<file path="config.mk">
export PLATFORM = sky130hd
export DESIGN_NAME = block_min_max_mean_tracker_unit
export DESIGN_NICKNAME = d
export VERILOG_FILES = /design/src/rtl/mmt_pkg.sv /design/src/rtl/mmt_front.sv /design/src/rtl/mmt_queue.sv /design/src/rtl/mmt_back.sv /design/src/rtl/block_min_max_mean_tracker_unit.sv
export SDC_FILE = /design/constraint.sdc
export NUM_CORES = 2
export LEC_CHECK = 0
export BUFFER_PORTS_ARGS = -buffer_cell sky130_fd_sc_hd__buf_2
export CAP_MARGIN = 20
export CORE_ASPECT_RATIO = 0.9
export CORE_MARGIN = 2
export CORE_UTILIZATION = 55
export CTS_BUF_LIST = sky130_fd_sc_hd__clkbuf_4 sky130_fd_sc_hd__clkbuf_8
export DETAILED_ROUTE_END_ITERATION = 10
export PLACE_DENSITY = 0.73
export SYNTH_ARGS = -nofsm -noshare
export SYNTH_HDL_FRONTEND = slang
export SYNTH_HIERARCHICAL = 1
export SYNTH_SLANG_ARGS = --single-unit
</file>
<file path="constraint.sdc">
create_clock -name clk -period 9.3 [get_ports clk]
set_input_delay 0.93 -clock clk [delete_from_list [all_inputs] [get_ports clk]]
set_output_delay 0.93 -clock clk [all_outputs]
set_load 0.02 [all_outputs]
</file>
<file path="src/rtl/mmt_pkg.sv">
`timescale 1ns / 1ps
// ----------------------------------------------------------------------------
// mmt_pkg
// Shared constants and types of the block min/max/mean tracker
// ----------------------------------------------------------------------------
package mmt_pkg;

  localparam int MAX_BLOCK  = 1024;
  localparam int DATA_W     = 32;
  localparam int CFG_W      = 11;
  localparam int LEN_W      = $clog2(MAX_BLOCK + 1);
  localparam int SUM_W      = DATA_W + $clog2(MAX_BLOCK);
  localparam int DIV_CNT_W  = $clog2(SUM_W);
  localparam int Q_DEPTH    = 2;
  localparam int Q_PTR_W    = $clog2(Q_DEPTH);

  localparam logic signed [DATA_W-1:0] DATA_MAX = {1'b0, {(DATA_W-1){1'b1}}};
  localparam logic signed [DATA_W-1:0] DATA_MIN = {1'b1, {(DATA_W-1){1'b0}}};

  typedef enum logic [0:0] {
    CFG_BLOCK_LENGTH   = 1'b0,
    CFG_EVENTS_ENABLED = 1'b1
  } cfg_idx_t;

  typedef enum logic [1:0] {
    BK_IDLE,
    BK_DIV,
    BK_WAIT
  } bk_state_t;

  // one classified sample handed from front to back
  typedef struct packed {
    logic signed [DATA_W-1:0] ovr_min;
    logic signed [DATA_W-1:0] ovr_max;
    logic                     done;
    logic signed [DATA_W-1:0] blk_min;
    logic signed [DATA_W-1:0] blk_max;
    logic signed [SUM_W-1:0]  blk_sum;
    logic [LEN_W-1:0]         blk_len;
  } job_t;

endpackage

</file>
<file path="src/rtl/mmt_front.sv">
`timescale 1ns / 1ps
// ----------------------------------------------------------------------------
// mmt_front
// Accepts samples, tracks extremes and block accumulators, queues jobs
// ----------------------------------------------------------------------------
module mmt_front import mmt_pkg::*; (
  input  logic                     clk,
  input  logic                     rst_n,
  input  logic                     in_valid,
  output logic                     in_stall,
  input  logic signed [DATA_W-1:0] in_sample,
  input  logic                     cfg_we,
  input  logic [0:0]               cfg_index,
  input  logic [CFG_W-1:0]         cfg_wdata,
  input  logic                     q_full,
  output logic                     push,
  output job_t                     push_job
);

  logic [CFG_W-1:0]         block_length_r;
  logic                     events_enabled_r;
  logic signed [DATA_W-1:0] ovr_min_r, ovr_min_nxt;
  logic signed [DATA_W-1:0] ovr_max_r, ovr_max_nxt;
  logic signed [DATA_W-1:0] run_min_r, run_min_nxt;
  logic signed [DATA_W-1:0] run_max_r, run_max_nxt;
  logic signed [SUM_W-1:0]  run_sum_r, run_sum_nxt;
  logic [LEN_W-1:0]         count_r, count_nxt;
  logic [LEN_W-1:0]         len_eff;
  logic [LEN_W-1:0]         count_inc;
  logic                     done;

  assign in_stall = q_full;
  assign push     = in_valid && !q_full;

  always_comb begin
    if (block_length_r == '0) begin
      len_eff = LEN_W'(1);
    end else if (32'(block_length_r) > 32'(MAX_BLOCK)) begin
      len_eff = LEN_W'(MAX_BLOCK);
    end else begin
      len_eff = LEN_W'(block_length_r);
    end
  end

  always_comb begin
    ovr_min_nxt = (in_sample < ovr_min_r) ? in_sample : ovr_min_r;
    ovr_max_nxt = (in_sample > ovr_max_r) ? in_sample : ovr_max_r;
    run_min_nxt = (in_sample < run_min_r) ? in_sample : run_min_r;
    run_max_nxt = (in_sample > run_max_r) ? in_sample : run_max_r;
    run_sum_nxt = run_sum_r + {{(SUM_W-DATA_W){in_sample[DATA_W-1]}}, in_sample};
    count_inc   = count_r + 1'b1;
    done        = events_enabled_r && (count_inc >= len_eff);
    count_nxt   = count_inc;

    push_job.ovr_min = ovr_min_nxt;
    push_job.ovr_max = ovr_max_nxt;
    push_job.done    = done;
    push_job.blk_min = done ? run_min_nxt : '0;
    push_job.blk_max = done ? run_max_nxt : '0;
    push_job.blk_sum = run_sum_nxt;
    push_job.blk_len = len_eff;
  end

  always_ff @(posedge clk) begin
    if (!rst_n) begin
      block_length_r   <= CFG_W'(8);
      events_enabled_r <= 1'b0;
      ovr_min_r        <= DATA_MAX;
      ovr_max_r        <= DATA_MIN;
      run_min_r        <= DATA_MAX;
      run_max_r        <= DATA_MIN;
      run_sum_r        <= '0;
      count_r          <= '0;
    end else if (cfg_we) begin
      // any register write restarts the block
      if (cfg_index == CFG_BLOCK_LENGTH) begin
        block_length_r <= cfg_wdata;
      end else begin
        events_enabled_r <= cfg_wdata[0];
      end
      run_min_r <= DATA_MAX;
      run_max_r <= DATA_MIN;
      run_sum_r <= '0;
      count_r   <= '0;
    end else if (push) begin
      ovr_min_r <= ovr_min_nxt;
      ovr_max_r <= ovr_max_nxt;
      if (done) begin
        run_min_r <= DATA_MAX;
        run_max_r <= DATA_MIN;
        run_sum_r <= '0;
        count_r   <= '0;
      end else if (events_enabled_r) begin
        run_min_r <= run_min_nxt;
        run_max_r <= run_max_nxt;
        run_sum_r <= run_sum_nxt;
        count_r   <= count_nxt;
      end
    end
  end

endmodule

</file>
<file path="src/rtl/mmt_queue.sv">
`timescale 1ns / 1ps
// ----------------------------------------------------------------------------
// mmt_queue
// Short job queue between the front and back parts
// ----------------------------------------------------------------------------
module mmt_queue import mmt_pkg::*; (
  input  logic clk,
  input  logic rst_n,
  input  logic push,
  input  job_t push_job,
  input  logic pop,
  output logic q_valid,
  output logic q_full,
  output job_t q_head
);

  job_t               q_mem_r [Q_DEPTH];
  logic [Q_PTR_W-1:0] wr_ptr_r;
  logic [Q_PTR_W-1:0] rd_ptr_r;
  logic [Q_PTR_W:0]   fill_r;

  assign q_valid = (fill_r != '0);
  assign q_full  = (fill_r == (Q_PTR_W+1)'(Q_DEPTH));
  assign q_head  = q_mem_r[rd_ptr_r];

  always_ff @(posedge clk) begin
    if (push) begin
      q_mem_r[wr_ptr_r] <= push_job;
    end
  end

  always_ff @(posedge clk) begin
    if (!rst_n) begin
      wr_ptr_r <= '0;
      rd_ptr_r <= '0;
      fill_r   <= '0;
    end else begin
      if (push) begin
        wr_ptr_r <= wr_ptr_r + 1'b1;
      end
      if (pop) begin
        rd_ptr_r <= rd_ptr_r + 1'b1;
      end
      case ({push, pop})
        2'b10:   fill_r <= fill_r + 1'b1;
        2'b01:   fill_r <= fill_r - 1'b1;
        default: fill_r <= fill_r;
      endcase
    end
  end

endmodule

</file>
<file path="src/rtl/mmt_back.sv">
`timescale 1ns / 1ps
// ----------------------------------------------------------------------------
// mmt_back
// Drains jobs, runs the serial mean divider, holds the result register
// ----------------------------------------------------------------------------
module mmt_back import mmt_pkg::*; (
  input  logic                     clk,
  input  logic                     rst_n,
  input  logic                     q_valid,
  input  job_t                     q_head,
  output logic                     pop,
  output logic                     out_valid,
  input  logic                     out_stall,
  output logic signed [DATA_W-1:0] out_overall_min,
  output logic signed [DATA_W-1:0] out_overall_max,
  output logic                     out_block_done,
  output logic signed [DATA_W-1:0] out_block_min,
  output logic signed [DATA_W-1:0] out_block_max,
  output logic signed [DATA_W-1:0] out_block_mean
);

  bk_state_t              state_r, state_nxt;
  job_t                   job_r;
  logic [LEN_W:0]         rem_r, rem_nxt;
  logic [SUM_W-1:0]       quo_r, quo_nxt;
  logic [LEN_W-1:0]       dvs_r;
  logic                   neg_r;
  logic [DIV_CNT_W-1:0]   step_r;
  logic [LEN_W:0]         rem_sh;
  logic [SUM_W-1:0]       quo_signed;
  logic                   slot_free;
  logic                   load_direct;
  logic                   div_load;
  logic                   load_div;
  logic                   out_valid_r;
  logic signed [DATA_W-1:0] ovr_min_r, ovr_max_r, blk_min_r, blk_max_r, mean_r;
  logic                   done_r;

  assign slot_free = !out_valid_r || !out_stall;

  // next state
  always_comb begin
    state_nxt = state_r;
    case (state_r)
      BK_IDLE: begin
        if (q_valid && slot_free && q_head.done) begin
          state_nxt = BK_DIV;
        end
      end
      BK_DIV: begin
        if (step_r == DIV_CNT_W'(SUM_W - 1)) begin
          state_nxt = BK_WAIT;
        end
      end
      BK_WAIT: begin
        if (slot_free) begin
          state_nxt = BK_IDLE;
        end
      end
      default: state_nxt = BK_IDLE;
    endcase
  end

  // state outputs
  always_comb begin
    pop         = 1'b0;
    load_direct = 1'b0;
    div_load    = 1'b0;
    load_div    = 1'b0;
    case (state_r)
      BK_IDLE: begin
        pop         = q_valid && slot_free;
        load_direct = pop && !q_head.done;
        div_load    = pop && q_head.done;
      end
      BK_WAIT: load_div = slot_free;
      default: ;
    endcase
  end

  // one quotient bit per cycle on the magnitudes
  always_comb begin
    rem_sh = {rem_r[LEN_W-1:0], quo_r[SUM_W-1]};
    if (rem_sh >= {1'b0, dvs_r}) begin
      rem_nxt = rem_sh - {1'b0, dvs_r};
      quo_nxt = {quo_r[SUM_W-2:0], 1'b1};
    end else begin
      rem_nxt = rem_sh;
      quo_nxt = {quo_r[SUM_W-2:0], 1'b0};
    end
    quo_signed = neg_r ? (~quo_r + 1'b1) : quo_r;
  end

  always_ff @(posedge clk) begin
    if (div_load) begin
      job_r  <= q_head;
      dvs_r  <= q_head.blk_len;
      neg_r  <= q_head.blk_sum[SUM_W-1];
      rem_r  <= '0;
      quo_r  <= q_head.blk_sum[SUM_W-1] ? (~q_head.blk_sum + 1'b1) : q_head.blk_sum;
      step_r <= '0;
    end else if (state_r == BK_DIV) begin
      rem_r  <= rem_nxt;
      quo_r  <= quo_nxt;
      step_r <= step_r + 1'b1;
    end
  end

  always_ff @(posedge clk) begin
    if (load_direct) begin
      ovr_min_r <= q_head.ovr_min;
      ovr_max_r <= q_head.ovr_max;
      done_r    <= 1'b0;
      blk_min_r <= '0;
      blk_max_r <= '0;
      mean_r    <= '0;
    end else if (load_div) begin
      ovr_min_r <= job_r.ovr_min;
      ovr_max_r <= job_r.ovr_max;
      done_r    <= 1'b1;
      blk_min_r <= job_r.blk_min;
      blk_max_r <= job_r.blk_max;
      mean_r    <= quo_signed[DATA_W-1:0];
    end
  end

  always_ff @(posedge clk) begin
    if (!rst_n) begin
      state_r     <= BK_IDLE;
      out_valid_r <= 1'b0;
    end else begin
      state_r <= state_nxt;
      if (load_direct || load_div) begin
        out_valid_r <= 1'b1;
      end else if (!out_stall) begin
        out_valid_r <= 1'b0;
      end
    end
  end

  assign out_valid       = out_valid_r;
  assign out_overall_min = ovr_min_r;
  assign out_overall_max = ovr_max_r;
  assign out_block_done  = done_r;
  assign out_block_min   = blk_min_r;
  assign out_block_max   = blk_max_r;
  assign out_block_mean  = mean_r;

endmodule

</file>
<file path="src/rtl/block_min_max_mean_tracker_unit.sv">
`timescale 1ns / 1ps
// ----------------------------------------------------------------------------
// block_min_max_mean_tracker_unit
// Running and per-block min/max/mean statistics over a signed sample stream
// ----------------------------------------------------------------------------
// Every accepted sample gives one result. A sample that does not close a
// block passes through the job queue and the result register, so such
// samples stream at one per clock while the output is not stalled and the
// back part is not dividing. A sample that closes a block takes the serial
// divider in the back part (one quotient bit per cycle over the 42-bit
// block sum); during that time the front keeps taking samples until its
// two-entry job queue is full. The divider keeps running while a result is
// stalled, and the result register reloads in the same cycle its transaction is taken.
// Configuration writes take effect at once and restart the current block.
module block_min_max_mean_tracker_unit import mmt_pkg::*; (
  input  logic                     clk,
  input  logic                     rst_n,
  input  logic                     in_valid,
  output logic                     in_stall,
  input  logic signed [DATA_W-1:0] in_sample,
  output logic                     out_valid,
  input  logic                     out_stall,
  output logic signed [DATA_W-1:0] out_overall_min,
  output logic signed [DATA_W-1:0] out_overall_max,
  output logic                     out_block_done,
  output logic signed [DATA_W-1:0] out_block_min,
  output logic signed [DATA_W-1:0] out_block_max,
  output logic signed [DATA_W-1:0] out_block_mean,
  input  logic                     cfg_we,
  input  logic [0:0]               cfg_index,
  input  logic [CFG_W-1:0]         cfg_wdata
);

  logic push;
  logic pop;
  logic q_valid;
  logic q_full;
  job_t push_job;
  job_t q_head;

  mmt_front u_front (
    .clk       (clk),
    .rst_n     (rst_n),
    .in_valid  (in_valid),
    .in_stall  (in_stall),
    .in_sample (in_sample),
    .cfg_we    (cfg_we),
    .cfg_index (cfg_index),
    .cfg_wdata (cfg_wdata),
    .q_full    (q_full),
    .push      (push),
    .push_job  (push_job)
  );

  mmt_queue u_queue (
    .clk      (clk),
    .rst_n    (rst_n),
    .push     (push),
    .push_job (push_job),
    .pop      (pop),
    .q_valid  (q_valid),
    .q_full   (q_full),
    .q_head   (q_head)
  );

  mmt_back u_back (
    .clk             (clk),
    .rst_n           (rst_n),
    .q_valid         (q_valid),
    .q_head          (q_head),
    .pop             (pop),
    .out_valid       (out_valid),
    .out_stall       (out_stall),
    .out_overall_min (out_overall_min),
    .out_overall_max (out_overall_max),
    .out_block_done  (out_block_done),
    .out_block_min   (out_block_min),
    .out_block_max   (out_block_max),
    .out_block_mean  (out_block_mean)
  );

endmodule

</file>
==> reports/metrics.yaml <==
yosys_warnings: 6
place_congestion: 0.929
grt_pass1_vias: 29140
async_flop_share_pct: 0
yosysUniqueCellTypes: 82
portBuffers: 211
design.core.area_um2: 78200
ys.flop_type: "edfxtp_1"
worst_r2r_endpoint: "u_queue/q_mem_r[1][90]"
first_iter_violations: 2896
r2r.worst_path.cells: 14
worstSetupStartpoint: "u_front/count_r[2]"
setup-violations-final: 0
r2r_setup_slack_ns: 4.74
cp.arrival_ns: 5.04
powerDensity_nw_per_um2: 266
postCtsResizedCells: 0
whs_ns: 0.348
synth_xor_area_share_pct: 2.53
vias: 30715
die_w_um: 301
routed_wl_mm: 108
worst_pin_slew_ns: 1.12
synth_mux_area_share_pct: 7.16
skew_ns: 0.0710
cap_violations: 0
ys_ff_latch: 925
avgRoutedWirePerCell_um: 20.8
seq_area_frac_synth_pct: 56.5
die_y_um: 271
synth_top_family_by_area: "compound AO/OA/AOI/OAI gates"
crit_required_ns: 9.78
setup_tns_ns: 0
synth_fa_ha_area_share_pct: 5.69
cts_root_buf: "clkbuf_8"
viasPerCell: 5.92
dieArea_um2: 81500
r2r-start: "u_front/count_r[2]"
core.rowCount: 97
fin_crit_ns: 4.56
drv_slew: 0
critPathKind: "reg -> reg"
synth_nets: 4072
antenna_found_initial: 13
power_uw: 12900
clkSinkCount: 925
track_usage_pct: 26.1
nFillCells: 6242
drc: 0
grt-ovfl-total: 0
post_cts_buffers: 0
num_io_pins: 212
power.leakage_uw: 0.0196
grt_max_degree: 91
grt_pass1_wl_mm: 166
min_path_type: "in -> reg"
rsz0062_at_grt: "no"
syn_area_um2: 43600
maxSlewHeadroom_pct: 25.3
area_growth_pct: 11.6
fin_crit_sh_pct: 49.0
fmax_mhz: 219
cts_buffers: 150
synthSimpleGateAreaFrac_pct: 11.4
whs_path_depth: 3
postSynthCellCount: 3826
cp-end-kind: "register"
clk_path_buf_depth: 3
htreeDepth: 4
layout-drive-gt1-share_pct: 18.9
dp_hpwl_mm: 71.7
startpoint_type: "register"
firstDrtPassIters: 8
worstPathMaxFanout: 69
crit_end: "u_queue/q_mem_r[1][90]"
synth_compound_area_share_pct: 12.6
synth-edff-count: 610
dp.cells: 4896
start_util_pct: 55.8
final_cell_count_no_fill: 5186
clk_pin_slew_ns: 0.06
ant_nets: 0
hold_buffers: 0
irDropWorstVdd_v: 0.000155
status: "complete, no violations"
clkLatencyLatePin_ns: 0.87
cts_tree: "done"
nNetsFinal: 4255
hold_start: "cfg_wdata[8]"
hold_viol_final: 0
avgSynthCellArea_um2: 11.4
-- report_power, final --
group / internal (uW) / leakage, uW / switching, uW
registers: 5500 / 0.00828 / 369
logic: 1150 / 0.00960 / 2160
clock network: 2080 / 0.00173 / 1680
total: 8740 / 0.0196 / 4210
-- logic make-up after synthesis --
logic type,Yosys count
AND/OR/NAND/NOR,1029
flip-flops,925
AO/OA/AOI/OAI,836
buffers and inverters,425
multiplexers,288
adder cells (fa/ha/maj),197
XOR/XNOR,126
-- cell usage after synthesis, types with 6 or more instances --
cell	instances	area share, %
edfxtp_1	610	42
nand2_1	489	4.2
dfxtp_1	315	14
a21oi_1	250	2.9
inv_1	203	1.7
ha_1	195	5.6
mux2_2	188	4.9
clkbuf_1	147	1.3
o21ai_0	140	1.6
nand3_1	117	1.3
mux2i_1	99	2.3
nor2_1	90	0.77
a21o_1	77	1.3
xor2_1	75	1.5
a211oi_1	73	1.3
o31ai_1	73	1.3
nand4_1	70	1.0
xnor2_1	51	1.0
nor2b_1	50	0.72
nor4_1	43	0.62
buf_2	33	0.38
nand3b_1	32	0.55
a22o_2	28	0.64
buf_4	25	0.43
o21ai_1	24	0.28
nand2b_1	23	0.33
o21a_1	22	0.38
a21boi_0	21	0.36
a22o_1	21	0.42
or3_1	20	0.29
or4_1	19	0.33
o41ai_1	18	0.36
and3_1	17	0.24
nor3_1	16	0.18
and2_1	15	0.22
a31oi_1	14	0.20
o211ai_1	14	0.24
a221oi_1	11	0.22
o31a_1	9	0.18
buf_1	8	0.069
buf_6	8	0.21
a211o_1	6	0.12
-- critical path, cell delays in order, from the launching register on --
cell and delay, ns:
dfxtp_1 0.43, and3_1 0.21, nand3_1 0.16, inv_1 0.09, nand3_1 0.16, nor2_1 0.17, xor2_1 0.23, ha_1 0.28
a22o_1 0.23, nor4_1 0.21, o21ai_0 0.24, nand3_1 0.25, and2_2 0.52, buf_4 0.72, a21oi_1 0.29
-- stage by stage --
stage / setup slack (ns) / util (%) / area, um2
floorplan: 2.80 / - / 43600
detailed placement: 4.50 / 58.0 / 45300
finish: 4.74 / 62.2 / 48600
CTS: 4.81 / 62.2 / 48600
global placement: 4.53 / 58.0 / 45300
global route: 4.45 / 62.2 / 48600
-- state kept, by name, indices dropped and copies added, names as in the netlist, 2 cells and up, named ones only --
name and count:
u_queue/q_mem_r 364, u_back/job_r 128, u_back/quo_r 42, u_front/run_sum_r 42, u_back/out_block_max 32, u_back/out_block_mean 32, u_back/out_block_min 32, u_back/out_overall_max 32
u_back/out_overall_min 32, u_front/ovr_max_r 32, u_front/ovr_min_r 32, u_front/run_max_r 32, u_front/run_min_r 32, u_back/dvs_r 11, u_back/rem_r 11, u_front/block_length_r 11
u_front/count_r 11, u_back/step_r 6, u_back/state_r 2, u_queue/fill_r 2
-- cell type report --
cell class	instances	area (um2)	area share, %
Sequential cell	925	24600	50.6
Inverter	204	771	1.58
Clock inverter	41	424	0.872
Timing Repair Buffer	252	1380	2.85
Multi-Input combinational cell	2476	17300	35.5
Antenna cell	8	20.0	0.0412
Clock buffer	241	2840	5.84
Tap cell	1039	1300	2.67
-- placed cells by master (no fill, tap or decap), types with 40 or more instances in the layout --
| master | Yosys | layout |
|---|---|---|
| a211oi_1 | 73 | 73 |
| a21o_1 | 77 | 75 |
| a21oi_1 | 250 | 247 |
| buf_2 | 33 | 211 |
| buf_4 | 25 | 40 |
| clkbuf_4 | 0 | 76 |
| clkbuf_8 | 0 | 165 |
| dfxtp_1 | 315 | 314 |
| edfxtp_1 | 610 | 610 |
| ha_1 | 195 | 195 |
| inv_1 | 203 | 201 |
| mux2_2 | 188 | 188 |
| mux2i_1 | 99 | 99 |
| nand2_1 | 489 | 488 |
| nand3_1 | 117 | 117 |
| nand4_1 | 70 | 70 |
| nor2_1 | 90 | 88 |
| nor2b_1 | 50 | 49 |
| nor4_1 | 43 | 43 |
| o21ai_0 | 140 | 140 |
| o31ai_1 | 73 | 73 |
| xnor2_1 | 51 | 51 |
| xor2_1 | 75 | 75 |
-- routing by layer --
metal | track usage (%) | vias up | share of wire (%)
met5 | 0 | - | 0.067
li1 | - | 14442 | -
met4 | 10.4 | 10 | 3.5
met3 | 5.90 | 221 | 7.8
met2 | 39.9 | 1137 | 45
met1 | 36.2 | 14905 | 43
-- worst min path at each step --
stage	slack, ns	endpoint
2_1_floorplan	0.44	u_front/run_sum_r[0]
3_3_place_gp	0.44	u_back/out_block_mean[26]
3_5_place_dp	0.44	u_back/out_block_mean[26]
4_1_cts	0.28	u_front/block_length_r[2]
5_1_grt	0.33	u_front/block_length_r[2]
6_report	0.35	u_front/block_length_r[8]
(Power assumes the default switching activity.)
